File: config.mk
export PLATFORM = sky130hd
export DESIGN_NAME = char_lcd_parallel_interface_top
export DESIGN_NICKNAME = d
export VERILOG_FILES = /design/src/rtl/clpi_pkg.sv /design/src/rtl/clpi_front.sv /design/src/rtl/clpi_queue.sv /design/src/rtl/clpi_back.sv /design/src/rtl/char_lcd_parallel_interface_top.sv
export SDC_FILE = /design/constraint.sdc
export NUM_CORES = 1
export LEC_CHECK = 0
export BUFFER_PORTS_ARGS = -buffer_cell sky130_fd_sc_hd__buf_2
export CORE_MARGIN = 2
export CORE_UTILIZATION = 61
export CTS_BUF_LIST = sky130_fd_sc_hd__clkbuf_4
export DETAILED_ROUTE_END_ITERATION = 7
export MAX_ROUTING_LAYER = met4
export PLACE_DENSITY = 0.83
export SYNTH_ARGS = -nofsm -noshare
export SYNTH_HDL_FRONTEND = slang
export SYNTH_SLANG_ARGS = --single-unit
File: constraint.sdc
create_clock -name aclk -period 3.5 [get_ports aclk]
set_input_delay 0.525 -clock aclk [delete_from_list [all_inputs] [get_ports aclk]]
set_output_delay 0.525 -clock aclk [all_outputs]
set_load 0.01 [all_outputs]
File: src/rtl/clpi_pkg.sv
// shared types, constants and lookup functions for the character lcd bus controller
package clpi_pkg;

    // command codes on the input channel
    localparam logic [2:0] CMD_TICK   = 3'd0;
    localparam logic [2:0] CMD_INIT   = 3'd1;
    localparam logic [2:0] CMD_INSTR  = 3'd2;
    localparam logic [2:0] CMD_DATA   = 3'd3;
    localparam logic [2:0] CMD_ADDR   = 3'd4;
    localparam logic [2:0] CMD_CGADDR = 3'd5;
    localparam logic [2:0] CMD_ROWCOL = 3'd6;

    // configuration register indexes
    localparam logic [1:0] CFG_SHORT_DELAY = 2'd0;
    localparam logic [1:0] CFG_LONG_DELAY  = 2'd1;
    localparam logic [1:0] CFG_PULSE       = 2'd2;

    localparam logic [15:0] SHORT_DELAY_RESET = 16'd20;
    localparam logic [23:0] LONG_DELAY_RESET  = 24'd50000;
    localparam logic [7:0]  PULSE_RESET       = 8'd1;

    localparam logic [7:0] ADDR_CMD_BIT  = 8'h80;
    localparam logic [7:0] CG_CMD_BIT    = 8'h40;
    localparam logic [7:0] CG_ADDR_MASK  = 8'h3F;

    localparam int unsigned QUEUE_DEPTH = 2;

    typedef struct packed {
        logic [15:0] short_delay_ticks;
        logic [23:0] long_delay_ticks;
        logic [7:0]  pulse_ticks;
    } cfg_t;

    // classified beat handed from front to back
    typedef struct packed {
        logic       real_cmd;
        logic       is_init;
        logic       is_data;
        logic [7:0] byte_value;
        logic [7:0] bus_in;
    } entry_t;

    function automatic logic [6:0] row_base(input logic [1:0] row);
        logic [6:0] base;
        unique case (row)
            2'd0: base = 7'h00;
            2'd1: base = 7'h40;
            2'd2: base = 7'h14;
            2'd3: base = 7'h54;
            default: base = 7'h00;
        endcase
        return base;
    endfunction

    function automatic logic [7:0] init_byte(input logic [2:0] idx);
        logic [7:0] b;
        unique case (idx)
            3'd0, 3'd1, 3'd2, 3'd3: b = 8'h38;
            3'd4: b = 8'h0C;
            3'd5: b = 8'h01;
            3'd6: b = 8'h06;
            default: b = 8'h00;
        endcase
        return b;
    endfunction

endpackage

File: src/rtl/clpi_front.sv
// front end: classifies a command beat and works out the byte to send
module clpi_front #(
    parameter int unsigned ROW_COUNT = 4,
    parameter int unsigned COL_COUNT = 20
) (
    input  logic [2:0]      s_command,
    input  logic [7:0]      s_byte_value,
    input  logic [2:0]      s_row,
    input  logic [4:0]      s_col,
    input  logic [7:0]      s_bus_in,
    output clpi_pkg::entry_t entry
);

    logic [7:0] cursor_sum;
    logic       cursor_ok;
    logic [7:0] send_byte;

    assign cursor_ok  = ({29'd0, s_row} < 32'(ROW_COUNT)) && ({27'd0, s_col} < 32'(COL_COUNT));
    assign cursor_sum = {1'b0, clpi_pkg::row_base(s_row[1:0])} + {3'b000, s_col};

    always_comb begin
        priority case (s_command)
            clpi_pkg::CMD_ADDR:
                send_byte = s_byte_value | clpi_pkg::ADDR_CMD_BIT;
            clpi_pkg::CMD_CGADDR:
                send_byte = (s_byte_value & clpi_pkg::CG_ADDR_MASK) | clpi_pkg::CG_CMD_BIT;
            clpi_pkg::CMD_ROWCOL:
                send_byte = (cursor_ok ? {1'b0, cursor_sum[6:0]} : 8'h00)
                            | clpi_pkg::ADDR_CMD_BIT;
            default:
                send_byte = s_byte_value;
        endcase
    end

    // code 7 behaves as a plain tick
    assign entry.real_cmd   = (s_command != clpi_pkg::CMD_TICK) && (s_command <= clpi_pkg::CMD_ROWCOL);
    assign entry.is_init    = (s_command == clpi_pkg::CMD_INIT);
    assign entry.is_data    = (s_command == clpi_pkg::CMD_DATA);
    assign entry.byte_value = send_byte;
    assign entry.bus_in     = s_bus_in;

endmodule

File: src/rtl/clpi_queue.sv
// short queue of classified beats between front and back
module clpi_queue (
    input  logic             aclk,
    input  logic             aresetn,
    input  logic             push,
    input  clpi_pkg::entry_t push_entry,
    output logic             full,
    input  logic             pop,
    output clpi_pkg::entry_t pop_entry,
    output logic             not_empty
);

    localparam int unsigned PTR_W = $clog2(clpi_pkg::QUEUE_DEPTH);

    clpi_pkg::entry_t  q_mem [clpi_pkg::QUEUE_DEPTH];
    logic [PTR_W-1:0]  wr_ptr_reg;
    logic [PTR_W-1:0]  rd_ptr_reg;
    logic [PTR_W:0]    count_reg;

    assign full      = (count_reg == (PTR_W+1)'(clpi_pkg::QUEUE_DEPTH));
    assign not_empty = (count_reg != '0);
    assign pop_entry = q_mem[rd_ptr_reg];

    always_ff @(posedge aclk) begin
        if (push) begin
            q_mem[wr_ptr_reg] <= push_entry;
        end
    end

    always_ff @(posedge aclk) begin
        if (!aresetn) begin
            wr_ptr_reg <= '0;
            rd_ptr_reg <= '0;
            count_reg  <= '0;
        end else begin
            if (push) begin
                wr_ptr_reg <= wr_ptr_reg + 1'b1;
            end
            if (pop) begin
                rd_ptr_reg <= rd_ptr_reg + 1'b1;
            end
            if (push && !pop) begin
                count_reg <= count_reg + 1'b1;
            end else if (pop && !push) begin
                count_reg <= count_reg - 1'b1;
            end
        end
    end

    assert property (@(posedge aclk) disable iff (!aresetn) full |-> !push)
        else $error("queue written while full");
    assert property (@(posedge aclk) disable iff (!aresetn) !not_empty |-> !pop)
        else $error("queue read while empty");

endmodule

File: src/rtl/clpi_back.sv
// back end: pin sequencer for init, busy polling and write pulses, with result register
module clpi_back (
    input  logic             aclk,
    input  logic             aresetn,
    input  clpi_pkg::cfg_t   cfg,
    input  logic             q_not_empty,
    input  clpi_pkg::entry_t q_entry,
    output logic             q_pop,
    output logic             m_valid,
    input  logic             m_ready,
    output logic             m_e_line,
    output logic             m_rs_line,
    output logic             m_rw_line,
    output logic [7:0]       m_data_out,
    output logic             m_drive_data,
    output logic             m_ready_res,
    output logic             m_rejected
);

    typedef enum logic [2:0] {
        ST_IDLE,
        ST_INIT_WAIT,
        ST_INIT_PULSE,
        ST_INIT_GAP,
        ST_BUSY_PRE,
        ST_BUSY_HIGH,
        ST_WR_SETUP,
        ST_WR_PULSE
    } state_t;

    state_t      state_reg, state_next, target;
    logic [23:0] delay_reg, delay_next;
    logic [2:0]  repeat_reg, repeat_next;
    logic [7:0]  pbyte_reg, pbyte_next;
    logic        pdata_reg, pdata_next;
    logic        pin_e_reg, pin_e_next;
    logic        pin_rs_reg, pin_rs_next;
    logic        pin_rw_reg, pin_rw_next;
    logic [7:0]  pin_data_reg, pin_data_next;
    logic        pin_drive_reg, pin_drive_next;
    logic        rejected_reg, rejected_next;
    logic        m_valid_reg;
    logic        do_enter;
    logic [23:0] short_load, long_load, pulse_load;

    // a zero register counts as one tick
    assign short_load = (cfg.short_delay_ticks == '0) ? 24'd1 : {8'd0, cfg.short_delay_ticks};
    assign long_load  = (cfg.long_delay_ticks == '0) ? 24'd1 : cfg.long_delay_ticks;
    assign pulse_load = (cfg.pulse_ticks == '0) ? 24'd1 : {16'd0, cfg.pulse_ticks};

    // the pin registers are the result payload; a beat is stepped only when the slot frees
    assign q_pop = q_not_empty && (!m_valid_reg || m_ready);

    always_comb begin
        state_next     = state_reg;
        delay_next     = delay_reg;
        repeat_next    = repeat_reg;
        pbyte_next     = pbyte_reg;
        pdata_next     = pdata_reg;
        pin_e_next     = pin_e_reg;
        pin_rs_next    = pin_rs_reg;
        pin_rw_next    = pin_rw_reg;
        pin_data_next  = pin_data_reg;
        pin_drive_next = pin_drive_reg;
        rejected_next  = rejected_reg;
        do_enter       = 1'b0;
        target         = ST_IDLE;

        if (q_pop) begin
            rejected_next = 1'b0;
            if (state_reg == ST_IDLE && q_entry.real_cmd) begin
                repeat_next = '0;
                do_enter    = 1'b1;
                if (q_entry.is_init) begin
                    target = ST_INIT_WAIT;
                end else begin
                    pdata_next = q_entry.is_data;
                    pbyte_next = q_entry.byte_value;
                    target     = ST_BUSY_PRE;
                end
            end else begin
                rejected_next = q_entry.real_cmd;
                if (state_reg != ST_IDLE) begin
                    if (delay_reg > 24'd1) begin
                        delay_next = delay_reg - 24'd1;
                    end else begin
                        do_enter = 1'b1;
                        unique case (state_reg)
                            ST_INIT_WAIT: begin
                                if (repeat_reg < 3'd2) begin
                                    repeat_next = repeat_reg + 3'd1;
                                    target      = ST_INIT_WAIT;
                                end else begin
                                    repeat_next = '0;
                                    target      = ST_INIT_PULSE;
                                end
                            end
                            ST_INIT_PULSE: target = ST_INIT_GAP;
                            ST_INIT_GAP: begin
                                if (repeat_reg < 3'd6) begin
                                    repeat_next = repeat_reg + 3'd1;
                                    target      = ST_INIT_PULSE;
                                end else begin
                                    repeat_next = '0;
                                    target      = ST_IDLE;
                                end
                            end
                            ST_BUSY_PRE: target = ST_BUSY_HIGH;
                            // busy flag still set: poll again
                            ST_BUSY_HIGH: begin
                                if (q_entry.bus_in[7]) begin
                                    target = ST_BUSY_PRE;
                                end else if (pdata_reg) begin
                                    target = ST_WR_PULSE;
                                end else begin
                                    target = ST_WR_SETUP;
                                end
                            end
                            ST_WR_SETUP: target = ST_WR_PULSE;
                            ST_WR_PULSE: target = ST_IDLE;
                            ST_IDLE:     target = ST_IDLE;
                        endcase
                    end
                end
            end

            if (do_enter) begin
                state_next = target;
                unique case (target)
                    ST_INIT_WAIT: begin
                        pin_e_next     = 1'b0;
                        pin_rs_next    = 1'b0;
                        pin_rw_next    = 1'b0;
                        pin_data_next  = 8'h00;
                        pin_drive_next = 1'b1;
                        delay_next     = long_load;
                    end
                    ST_INIT_PULSE: begin
                        pin_e_next     = 1'b1;
                        pin_rs_next    = 1'b0;
                        pin_rw_next    = 1'b0;
                        pin_drive_next = 1'b1;
                        pin_data_next  = clpi_pkg::init_byte(repeat_next);
                        delay_next     = pulse_load;
                    end
                    ST_INIT_GAP: begin
                        pin_e_next = 1'b0;
                        delay_next = long_load;
                    end
                    ST_BUSY_PRE: begin
                        pin_e_next     = 1'b0;
                        pin_rs_next    = 1'b0;
                        pin_rw_next    = 1'b1;
                        pin_drive_next = 1'b0;
                        delay_next     = short_load;
                    end
                    ST_BUSY_HIGH: begin
                        pin_e_next = 1'b1;
                        delay_next = short_load;
                    end
                    ST_WR_SETUP: begin
                        pin_e_next     = 1'b0;
                        pin_rs_next    = 1'b0;
                        pin_rw_next    = 1'b0;
                        pin_drive_next = 1'b1;
                        pin_data_next  = pbyte_next;
                        delay_next     = short_load;
                    end
                    ST_WR_PULSE: begin
                        pin_e_next     = 1'b1;
                        pin_rs_next    = pdata_next;
                        pin_rw_next    = 1'b0;
                        pin_drive_next = 1'b1;
                        pin_data_next  = pbyte_next;
                        delay_next     = pulse_load;
                    end
                    ST_IDLE: begin
                        pin_e_next = 1'b0;
                        delay_next = '0;
                    end
                endcase
            end
        end
    end

    always_ff @(posedge aclk) begin
        if (!aresetn) begin
            state_reg     <= ST_IDLE;
            delay_reg     <= '0;
            repeat_reg    <= '0;
            pbyte_reg     <= '0;
            pdata_reg     <= 1'b0;
            pin_e_reg     <= 1'b0;
            pin_rs_reg    <= 1'b0;
            pin_rw_reg    <= 1'b0;
            pin_data_reg  <= '0;
            pin_drive_reg <= 1'b0;
            rejected_reg  <= 1'b0;
            m_valid_reg   <= 1'b0;
        end else begin
            state_reg     <= state_next;
            delay_reg     <= delay_next;
            repeat_reg    <= repeat_next;
            pbyte_reg     <= pbyte_next;
            pdata_reg     <= pdata_next;
            pin_e_reg     <= pin_e_next;
            pin_rs_reg    <= pin_rs_next;
            pin_rw_reg    <= pin_rw_next;
            pin_data_reg  <= pin_data_next;
            pin_drive_reg <= pin_drive_next;
            rejected_reg  <= rejected_next;
            if (q_pop) begin
                m_valid_reg <= 1'b1;
            end else if (m_ready) begin
                m_valid_reg <= 1'b0;
            end
        end
    end

    assign m_valid      = m_valid_reg;
    assign m_e_line     = pin_e_reg;
    assign m_rs_line    = pin_rs_reg;
    assign m_rw_line    = pin_rw_reg;
    assign m_data_out   = pin_data_reg;
    assign m_drive_data = pin_drive_reg;
    assign m_ready_res  = (state_reg == ST_IDLE);
    assign m_rejected   = rejected_reg;

    assert property (@(posedge aclk) disable iff (!aresetn)
        (q_pop && q_entry.real_cmd && state_reg == ST_IDLE) |=> !rejected_reg)
        else $error("command taken while idle was flagged as dropped");
    assert property (@(posedge aclk) disable iff (!aresetn)
        (state_reg != ST_IDLE) |-> (delay_reg != '0))
        else $error("active phase with empty delay counter");
    assert property (@(posedge aclk) disable iff (!aresetn)
        (state_reg == ST_IDLE) |-> !pin_e_reg)
        else $error("enable line high while idle");
    assert property (@(posedge aclk) disable iff (!aresetn)
        (m_valid_reg && !m_ready) |=> $stable(state_reg) && $stable(delay_reg))
        else $error("sequencer stepped while result stalled");

endmodule

File: src/rtl/char_lcd_parallel_interface_top.sv
// top level of the character lcd bus controller: config registers, front, queue and back
// a beat accepted is written into the queue, then stepped into the pin and result registers
// one beat per clock unless stalled, each beat stepping the pin sequencer by exactly one tick
// the two-entry queue and the result register let either side stall without losing a beat
// reset: sequencer idle, pins low with lines released, queue empty, registers to defaults
// (short delay 20, long delay 50000, pulse 1)
module char_lcd_parallel_interface_top #(
    parameter int unsigned ROW_COUNT = 4,
    parameter int unsigned COL_COUNT = 20
) (
    input  logic        aclk,
    input  logic        aresetn,
    input  logic        s_valid,
    output logic        s_ready,
    input  logic [2:0]  s_command,
    input  logic [7:0]  s_byte_value,
    input  logic [2:0]  s_row,
    input  logic [4:0]  s_col,
    input  logic [7:0]  s_bus_in,
    output logic        m_valid,
    input  logic        m_ready,
    output logic        m_e_line,
    output logic        m_rs_line,
    output logic        m_rw_line,
    output logic [7:0]  m_data_out,
    output logic        m_drive_data,
    output logic        m_ready_res,
    output logic        m_rejected,
    input  logic        cfg_valid,
    output logic        cfg_ready,
    input  logic [1:0]  cfg_index,
    input  logic [23:0] cfg_data
);

    clpi_pkg::cfg_t   cfg_reg;
    clpi_pkg::entry_t front_entry;
    clpi_pkg::entry_t q_entry;
    logic             q_full;
    logic             q_not_empty;
    logic             q_pop;

    assign cfg_ready = 1'b1;

    // unknown register index is ignored
    always_ff @(posedge aclk) begin
        if (!aresetn) begin
            cfg_reg.short_delay_ticks <= clpi_pkg::SHORT_DELAY_RESET;
            cfg_reg.long_delay_ticks  <= clpi_pkg::LONG_DELAY_RESET;
            cfg_reg.pulse_ticks       <= clpi_pkg::PULSE_RESET;
        end else if (cfg_valid) begin
            unique case (cfg_index)
                clpi_pkg::CFG_SHORT_DELAY: cfg_reg.short_delay_ticks <= cfg_data[15:0];
                clpi_pkg::CFG_LONG_DELAY:  cfg_reg.long_delay_ticks  <= cfg_data;
                clpi_pkg::CFG_PULSE:       cfg_reg.pulse_ticks       <= cfg_data[7:0];
                default: ;
            endcase
        end
    end

    assign s_ready = !q_full;

    clpi_front #(
        .ROW_COUNT (ROW_COUNT),
        .COL_COUNT (COL_COUNT)
    ) u_front (
        .s_command    (s_command),
        .s_byte_value (s_byte_value),
        .s_row        (s_row),
        .s_col        (s_col),
        .s_bus_in     (s_bus_in),
        .entry        (front_entry)
    );

    clpi_queue u_queue (
        .aclk       (aclk),
        .aresetn    (aresetn),
        .push       (s_valid && !q_full),
        .push_entry (front_entry),
        .full       (q_full),
        .pop        (q_pop),
        .pop_entry  (q_entry),
        .not_empty  (q_not_empty)
    );

    clpi_back u_back (
        .aclk         (aclk),
        .aresetn      (aresetn),
        .cfg          (cfg_reg),
        .q_not_empty  (q_not_empty),
        .q_entry      (q_entry),
        .q_pop        (q_pop),
        .m_valid      (m_valid),
        .m_ready      (m_ready),
        .m_e_line     (m_e_line),
        .m_rs_line    (m_rs_line),
        .m_rw_line    (m_rw_line),
        .m_data_out   (m_data_out),
        .m_drive_data (m_drive_data),
        .m_ready_res  (m_ready_res),
        .m_rejected   (m_rejected)
    );

endmodule

# Yosys cells after proc, flatten, opt, wreduce, memory -nomap -nowiden
# Memories as Yosys holds them, arrays and structs flattened. A register that Yosys moved wholly into a read port is not among the register bits.
# Index checks and enable logic that the tools add are counted.
# classes
order_cmp,6
muxes,51
add_sub_neg,7
n_eq_ne,32
reduce_logical,48
# op_table
cell,n
$mux W24,5
$pmux W24 S4,1
$pmux W8 S3,2
$eq A3 B3 Y1 const B,14
$mux W3,12
$pmux W7 S4,1
$gt A24 B1 Y1 const B,1
$logic_not A24 Y1,1
$mux W8,3
$pmux W6 S4,1
$sub A24 B1 Y24 const B,1
$eq A3 B2 Y1 const B,7
$pmux W3 S7,1
$logic_not A16 Y1,1
$mux W16,1
$mux W1,14
$reduce_bool A2 Y1,7
$eq A3 B1 Y1 const B,4
$reduce_or A4 Y1,3
$logic_not A3 Y1,3
$reduce_and A3 Y1,3
$reduce_bool A3 Y1,3
$eq A2 B2 Y1 const B,4
$logic_not A8 Y1,1
24 further kinds,50
# totals
ramBits,38
register_bits,105
n_memories,1
# mem_list
memory,words,width,rd,rd_clocked_by_memory_dff,write_ports,line,text
u_queue.q_mem,2,19,1,1,1,clpi_queue.sv:15,clpi_pkg::entry_t q_mem [clpi_pkg::QUEUE_DEPTH];

# Logic depth before layout (Yosys ltp)
# logic_depth
ltp_word,11
mapped_depth,12
depth_no_buf,9

# Cells and area by module
# A second synthesis with hierarchy kept.
# hier_totals
hier_cells,774
area_unflattened_um2,7372.1
# by_module_without_submodules
mod,instances,cells_each,area_each_um2,seq_area_each_um2
clpi_back,1,449,3505.9,1061.0
char_lcd_parallel_interface_top,1,196,1954.4,960.9
clpi_queue,1,81,1592.8,1241.2
clpi_front,1,48,319.1,0.0

# Worst setup path after synthesis
# OpenSTA, ideal clock, no wires.
# synth_path
path_kind,flip-flop to flip-flop
startpoint,reg u_back.delay_reg[0]
endpoint,reg u_back.delay_reg[1]
n_path_buf,2
required_ns,3.362
t_arrival_ns,2.388
setup_slack_ns,0.974
stages_incl_launch_ff,12
path_cell_list,dfxtp_1 -> inv_1 -> ha_1 -> o21ba_2 -> and4_1 -> buf_2 -> o211a_1 -> o22a_2 -> buf_2 -> a221o_1 -> a221oi_1 -> a311oi_1
# synth_between
elab_chain_len,9
# synth_rtl
element,line,text
"start, declared",clpi_back.sv:32,"logic [23:0] delay_reg, delay_next;"
"start signal, assigned",clpi_back.sv:202,delay_reg <= delay_next;
$gt A24 B1 Y1,clpi_back.sv:84,if (delay_reg > 24'd1) begin
$mux W3,clpi_back.sv:84,
$mux W3,clpi_back.sv:83,if (state_reg != ST_IDLE) begin
$mux W3,clpi_back.sv:71,if (state_reg == ST_IDLE && q_entry.real_cmd) begin
$mux W3,clpi_back.sv:69,if (q_pop) begin
$eq A3 B3 Y1 (tied with other cells),clpi_back.sv:129,unique case (target)
$reduce_or A3 Y1 (no line) / $reduce_or A2 Y1 (equally long branches),--,
$pmux W24 S4,clpi_back.sv:129,
$mux W24,clpi_back.sv:127,if (do_enter) begin
# Several ways; a longest one is shown, not always the timed one. The select of a mux whose other input is x is not followed.
# A chain may end at the register's enable or synchronous reset.

# Final worst setup path
# layout_path
startpoint,reg u_back.delay_reg[1]
endpoint,reg u_back.delay_reg[12]
# Same word-level chain as after synthesis.

==> flow_summary.yaml <==
min_path:
  hold_end: "u_queue.q_mem[0][7]$_DFFE_PP_"
  holdPathStages: 1
  hold_class: "input port to register"
  min-delay-start: "s_bus_in[7]"
timing:
  rsz0062_at_grt: "no"
  drv_slew: 0
  fin_crit_ns: 3.24
  setup_violations: 0
  setup_tns_ns: 0
  max-slew-margin-rel: 0.293
  worst_slew_pin_slew_ns: 1.06
  skew_ns: 0.0195
  whs_ns: 0.163
  fin_crit_sh: 0.925
  hold_viol_final: 0
  fmax_mhz: 309
die:
  start_util: 0.623
  rows: 37
  core_um2: 10300
  dieArea_um2: 11300
  die_w_um: 106
  die_h_um: 106
  pin_count: 75
status:
  status: "complete, no violations"
worst_setup_path:
  critPathRequiredTime_ns: 3.97
  cp_cell_sequence: "inv_1, ha_1, o21ba_2, and4_1, o211a_1, o22a_2, o21a_1, a221oi_1, a221oi_1"
  cp_common_cell: "a221oi_1"
  r2r-end: "u_back.delay_reg[12]$_SDFFE_PN0P_"
  path_class: "register to register"
  cp_data_arrival_time_ns: 3.71
  slowest_delay_ns: 0.54
  r2r_slack_ns: 0.26
  cp-end-kind: "register"
  path_max_fanout: 15
  regToRegStartpoint: "u_back.delay_reg[1]$_SDFFE_PN0P_"
  cp_slowest_cell: "o21a_1"
  ff2ff_path_depth: 9
  crit_path_start_kind: "register"
synth:
  synthDistinctLibCells: 72
  synth-simple-area-share: 0.229
  synth_xor_xnor_area_share: 0.0233
  synthTopCellsByCount: "nand2_1, dfxtp_1, nor2_1"
  synth_top_family_by_area: "simple AND/OR/NAND/NOR gates"
  syn_nets: 806
  synth.most_common_cell: "nand2_1"
  syn_area_per_cell_um2: 8.64
  synthCells: 741
  synth-edff-count: 24
  synth_top_area_cell: "dfxtp_1"
  synthMuxAreaShare: 0.0440
  ys_warn_count: 0
  ys.flop_type: "dfxtp_1"
  syn_area_um2: 6400
  ys_seq_elements: 130
  seq_area_frac_synth: 0.444
  synth_top_area_share: 0.332
  netlist_top_cells_area: "dfxtp_1, edfxtp_1, nand2_1"
  synth_fa_ha_area_frac: 0.0153
  synth_compound_area_frac: 0.202
  synthArstFlopShare: 0
place:
  io_buffer_count: 66
  hpwl_mm: 11.6
  routabilityCongestion: 0.951
global_route:
  grt_usage: 0.316
  grt_max_degree: 47
  antenna_found_initial: 0
  grt_pass1_vias: 5560
  gr-total-overflow: 0
  grt_first_pass_wirelength_mm: 27.4
routing:
  drc: 0
  avgViaCountPerCell: 6.37
  drt_iter0_markers: 573
  wire_per_inst_um: 17.8
  drt_pass1_iterations: 5
  dr_total_vias: 6009
  ant_nets: 0
  wirelength_mm: 16.8
clocking:
  post_cts_resized: 0
  root_buffer: "clkbuf_4"
  cts_tree: "done"
  worstSkewPairLatency_ns: 0.57
  cts_sinks: 130
  cts.clk_slew.worst_paths_ns: 0.13
  htree_levels: 4
  hold_buffers: 0
  cts_setup_buffers: 0
  clockBufferDepth: 2
  cts-buffers-inserted: 17
cells_and_area:
  antennaDiodeCount: 0
  fillers: 832
  area_growth_pct: 12.0
  multi_input_area_um2: 3300
  fin_nets: 860
  largest_register_ffs: 48
  drive_above_1_share: 0.176
  regArea_um2: 2840
flow_run:
  max-cap-violations: 0
power_and_ir_drop:
  p_leak_nw: 2.77
  vdd.ir_drop.worst_v: 0.000545
  powerDensity_nw_per_um2: 873
  total_power_mw: 6.26
layer usage:
metal,vias to the layer above,track usage,part of all wire,wire [um]
li1,2814,-,-,-
met3,46,0.0705,0.074,1250
met5,-,-,0,0
met2,283,0.490,0.48,8020
met1,2866,0.410,0.43,7200
met4,0,0.116,0.023,380
layout by cell type, fill, tap and decap left out, drive strengths merged, types with 5 or more instances in the layout:
cell    instances
a211oi          8
a21oi          67
a221o           7
a221oi         22
a22o            6
a31oi           5
and2            6
and3            7
buf            81
bufinv          6
clkbuf         18
clkinv          5
dfxtp         106
edfxtp         24
ha              7
inv            15
mux2i          22
nand2         125
nand2b          5
nand3          20
nand4           7
nor2           71
nor3           21
nor4           16
o21a            7
o21ai          38
or3             8
or4             5
xnor2           7
xor2           10
kinds of logic after synthesis:
kind of cell             count (synthesis)
other                                    1
AO/OA/AOI/OAI                          192
flip-flops                             130
AND/OR/NAND/NOR                        309
buffers and inverters                   58
XOR/XNOR                                17
multiplexers                            26
adder cells (fa/ha/maj)                  8
final cells by class:
class | instances | area share
flip-flops and latches | 130 | 0.397
well taps | 136 | 0.0237
clock inverters | 14 | 0.0325
clock buffers | 18 | 0.0188
multi-input cells | 553 | 0.460
inverters | 12 | 0.00628
repair buffers | 81 | 0.0618
metrics by stage:
stage          worst slack [ns]  instance area, um2  std cells  utilization
2_1_floorplan             0.974                6400        741            -
3_3_place_gp              0.556                6800        912        0.662
3_5_place_dp              0.469                6800        912        0.662
4_1_cts                   0.357                7170        944        0.698
5_1_grt                  0.0447                7170        944        0.698
6_report                  0.262                7170        944        0.698
power breakdown:
part	internal, mW	total, mW	switching, mW
logic	1.08	2.88	1.80
clock network	0.718	1.30	0.586
registers	1.80	2.07	0.271
total	3.60	6.26	2.66
worst max path at each step:
stage                                                 from                           endpoint  slack (ns)  cells after the start
after floorplan           u_back.delay_reg[0]$_SDFFE_PN0P_   u_back.delay_reg[1]$_SDFFE_PN0P_        0.97                     11
after global placement    u_back.delay_reg[1]$_SDFFE_PN0P_  u_back.delay_reg[12]$_SDFFE_PN0P_        0.56                      9
after detailed placement  u_back.delay_reg[1]$_SDFFE_PN0P_  u_back.m_data_out[3]$_SDFFE_PN0P_        0.47                      9
after CTS                 u_back.delay_reg[1]$_SDFFE_PN0P_  u_back.m_data_out[5]$_SDFFE_PN0P_        0.36                      9
after global routing      u_back.delay_reg[1]$_SDFFE_PN0P_  u_back.delay_reg[12]$_SDFFE_PN0P_        0.04                      9
final                     u_back.delay_reg[1]$_SDFFE_PN0P_  u_back.delay_reg[12]$_SDFFE_PN0P_        0.26                      9
worst max-delay path, delay by kind of cell (launching register included):
family | cells | cell delay (ns)
fa+ha+maj | 1 | 0.30
buf+inv | 1 | 0.10
flops | 1 | 0.38
compound gates | 6 | 2.02
simple gates | 1 | 0.34
No activity file was read; power rests on OpenSTA's default activity.
